[src/rtl/particle_swarm_update_engine_defines.svh]
// Assertion macros shared by the RTL
`ifndef PARTICLE_SWARM_UPDATE_ENGINE_DEFINES_SVH
`define PARTICLE_SWARM_UPDATE_ENGINE_DEFINES_SVH
`ifndef SYNTHESIS
// same-cycle implication
`define PSUE_ASSERT(label, clk, rst_n, ante, cons) \
    label: assert property (@(posedge clk) disable iff (!rst_n) (ante) |-> (cons)) \
        else $error("assertion failed");
// next-cycle implication
`define PSUE_ASSERT_NEXT(label, clk, rst_n, ante, cons) \
    label: assert property (@(posedge clk) disable iff (!rst_n) (ante) |=> (cons)) \
        else $error("assertion failed");
`else
`define PSUE_ASSERT(label, clk, rst_n, ante, cons)
`define PSUE_ASSERT_NEXT(label, clk, rst_n, ante, cons)
`endif
`endif

[src/rtl/psue_ram.sv]
`default_nettype none
module psue_ram #(
    parameter int WIDTH = 32,
    parameter int DEPTH = 128
) (
    input  wire logic                     i_clk,
    input  wire logic                     i_we,
    input  wire logic [$clog2(DEPTH)-1:0] i_waddr,
    input  wire logic [WIDTH-1:0]         i_wdata,
    input  wire logic                     i_re,
    input  wire logic [$clog2(DEPTH)-1:0] i_raddr,
    output logic      [WIDTH-1:0]         o_rdata
);
    logic [WIDTH-1:0] r_mem [DEPTH];

    always_ff @(posedge i_clk) begin
        if (i_we) r_mem[i_waddr] <= i_wdata;
        if (i_re) o_rdata <= r_mem[i_raddr];
    end
endmodule
`default_nettype wire

[config.mk]
export PLATFORM = sky130hd
export DESIGN_NAME = psue_ram
export DESIGN_NICKNAME = d
export VERILOG_FILES = /design/src/rtl/particle_swarm_update_engine_defines.svh /design/src/rtl/psue_ram.sv
export SDC_FILE = /design/constraint.sdc
export NUM_CORES = 2
export LEC_CHECK = 0
export ABC_AREA = 1
export BUFFER_PORTS_ARGS = -buffer_cell sky130_fd_sc_hd__buf_2
export CELL_PAD_IN_SITES_DETAIL_PLACEMENT = 1
export CELL_PAD_IN_SITES_GLOBAL_PLACEMENT = 2
export CORE_MARGIN = 4
export CORE_UTILIZATION = 48
export DETAILED_ROUTE_END_ITERATION = 8
export GPL_ROUTABILITY_DRIVEN = 0
export HOLD_SLACK_MARGIN = 0.08
export PLACE_DENSITY_LB_ADDON = 0.1
export SYNTH_ARGS = -nofsm -noshare
export SYNTH_HDL_FRONTEND = slang
export SYNTH_SLANG_ARGS = --single-unit
[constraint.sdc]
create_clock -name i_clk -period 8 [get_ports i_clk]
set_clock_uncertainty 0.05 [all_clocks]
set_input_delay 1.2 -clock i_clk [delete_from_list [all_inputs] [get_ports i_clk]]
set_output_delay 1.2 -clock i_clk [all_outputs]
set_load 0.1 [all_outputs]
==> results.yml <==
routing:
  detail_route.wl_per_cell_um: 31.32
  met3WireLength_um: 41970
  drc: 0
  ant_nets: 0
  vias: 112140
  drt-vias-per-instance: 6.147
  dr.pass1.iters: 5
  top_layer_used: "met5"
  drt_iter0_drc: 13031
  wl_met1_um: 236900
  drt-total-wl_um: 571300
  wl_met2_um: 265600
finish:
  fillCellCount: 34178
  final_nets: 13338
  areaGrowthSynthToFinish_pct: 11.53
  postLayoutCoreUtil: 0.5393
  final_cells: 18244
  layout_commonest_cell: "nand2_1"
  drive_gt1_frac: 0.07952
  final_cell_mix: "4,143 x nand2_1, 4,128 x edfxtp_1, 4,035 x nand3_1, 441 x clkbuf_16, 283 x buf_4"
floorplan:
  fp.dieH_um: 594.2
  start_util: 0.4836
  core_um2: 341100
  std_cell_rows: 214
  ioPinCount: 81
  die_w_um: 594.2
  die_area_um2: 353100
clock_network:
  cts_buffers: 433
  clkLatencyLatePin_ns: 0.99
  htree_levels: 5
  post-cts-setup-buffer-count: 0
  cts_resized: 0
  root_buffer: "clkbuf_16"
  ctsHoldBuffers: 0
  ctsLongestPathBuffers: 4
  cts.sinks: 4128
  cts_tree: "built"
  clk_pin_slew_worst_paths_ns: 0.06
sta:
  fin_crit_ns: 5.121
  worst_hold_slack_ns: 0.4026
  tightestPinTransition_ns: 1.264
  setup_tns_ns: 0
  rsz0062_at_grt: "no"
  setup_violations: 0
  period_share: 0.6401
  hold_viol: 0
  slew_headroom: 0.1574
  slew_viol_final: 0
  fmax_ghz: 0.1953
job:
  maxCapViolations: 0
power_and_ir_drop:
  p_leak_uw: 0.06334
  ir_drop_uv: 191.2
  comb_power_share: 0.064
  p_clk_frac: 0.419
  power_frac_seq: 0.517
  p_sw_frac: 0.2333
  power.density_nw_per_um2: 251.9
  p_int_uw: 35540
  power_switching_uw: 10810
logic_synthesis:
  ys_seq_area_frac: 0.7515
  synth.ff_latch_count: 4128
  ys_warn_count: 0
  yosys-top-cells-area: "edfxtp_1 75%, nand3_1 12%, nand2_1 9.4%, buf_2 1.8%, buf_4 0.39%"
  synth_area_per_cell_um2: 12.32
  synth_cell_type_count: 14
  syn_nets: 13438
  syn_area_um2: 165000
  synthDominantCellAreaShare: 0.7515
  synth_top_cell_by_area: "edfxtp_1"
  syn_inst: 13389
global_route:
  track_usage: 0.3168
  grt_pass1_wl_um: 816000
  antenna_found_initial: 49
  grt_max_degree: 192
  grt_remaining_overflow: 0
  grt_pass1_vias: 114712
min_path:
  min_path_type: "input port to flip-flop"
status:
  status: "completed"
critical_path:
  cp_max_fo: 72
  worstSetupPathType: "input port to flip-flop"
  arrival_ns: 5.87
  cp-end-kind: "flip-flop"
  reg2reg_slack_ns: 5.16
  startpoint_type: "input port"
  cp.required_ns: 8.75
place:
  dp.final_hpwl_um: 298500
  placed_cells: 17390
  port_buffers: 80
state kept, by name (all words and copies together) (netlist names):
signal / flops
o_rdata: 32
r_mem: 4096
critical path: stages:
cell and delay (ns):
buf_8 0.27, inv_8 0.64, buf_4 0.71, buf_4 0.81, nand3_1 0.23, nand3_1 0.17, nand3_1 0.14, nand3_1 0.66
nand3_1 0.53, nand2_1 0.20
final timing paths:
path	startpoint	end	cells past startpoint
hold / removal	i_wdata[25]	r_mem[61][25]$_DFFE_PP_	1
setup reg to reg	r_mem[60][4]$_DFFE_PP_	o_rdata[4]$_DFFE_PP_	8
setup / recovery	i_raddr[2]	o_rdata[4]$_DFFE_PP_	10
hold reg to reg	r_mem[72][4]$_DFFE_PP_	o_rdata[4]$_DFFE_PP_	8
cell families after synthesis:
kind of cell | after synthesis | share of synthesized area
simple gates | 8328 | 0.2202
buf+inv | 933 | 0.02835
flops | 4128 | 0.7515
power by group through the flow:
| stage | combinational [uW] | sequential, uW | clock (uW) |
|---|---|---|---|
| after floorplan | 1440 | 24500 | 0 |
| after global placement | 2860 | 24400 | 0 |
| after detailed placement | 2940 | 24400 | 0 |
| after CTS | 2950 | 24000 | 19700 |
| after global routing | 3170 | 24000 | 20600 |
| final | 2970 | 24000 | 19400 |
synthesized netlist by cell type:
| cell | instances |
|---|---|
| buf_2 | 602 |
| buf_8 | 1 |
| buf_4 | 86 |
| edfxtp_1 | 4128 |
| inv_2 | 2 |
| nor3_1 | 8 |
| inv_4 | 2 |
| nor2_1 | 134 |
| inv_1 | 20 |
| clkbuf_1 | 109 |
| buf_6 | 11 |
| buf_1 | 100 |
| nand3_1 | 4035 |
| nand2_1 | 4151 |
routing by layer:
layer | GRT usage | vias up
met1 | 0.4411 | 58628
li1 | - | 47868
met5 | 0 | -
met4 | 0.1379 | 10
met2 | 0.5055 | 4687
met3 | 0.03977 | 947
metrics by stage:
step                      total power [uW]  area, um2  setup WS (ns)
after floorplan                      25930     165000          4.352
after global placement               27290     170400          2.002
after detailed placement             27380     170400          1.981
after CTS                            46590     183800          3.015
after global routing                 47730     183900          3.009
final                                46350     184000          2.879
final cells by class:
| class | instances | area, um2 | share of cell area |
|---|---|---|---|
| timing repair buffer | 374 | 3329 | 0.01810 |
| antenna | 77 | 192.7 | 0.001047 |
| sequential | 4128 | 124000 | 0.6738 |
| clock inverter | 243 | 1991 | 0.01082 |
| inverter | 24 | 142.6 | 0.0007753 |
| tap | 4536 | 5675 | 0.03085 |
| multi-input combinational | 8328 | 37300 | 0.2027 |
| clock buffer | 534 | 11380 | 0.06188 |
Note: power is estimated with default switching activity, not from simulation.
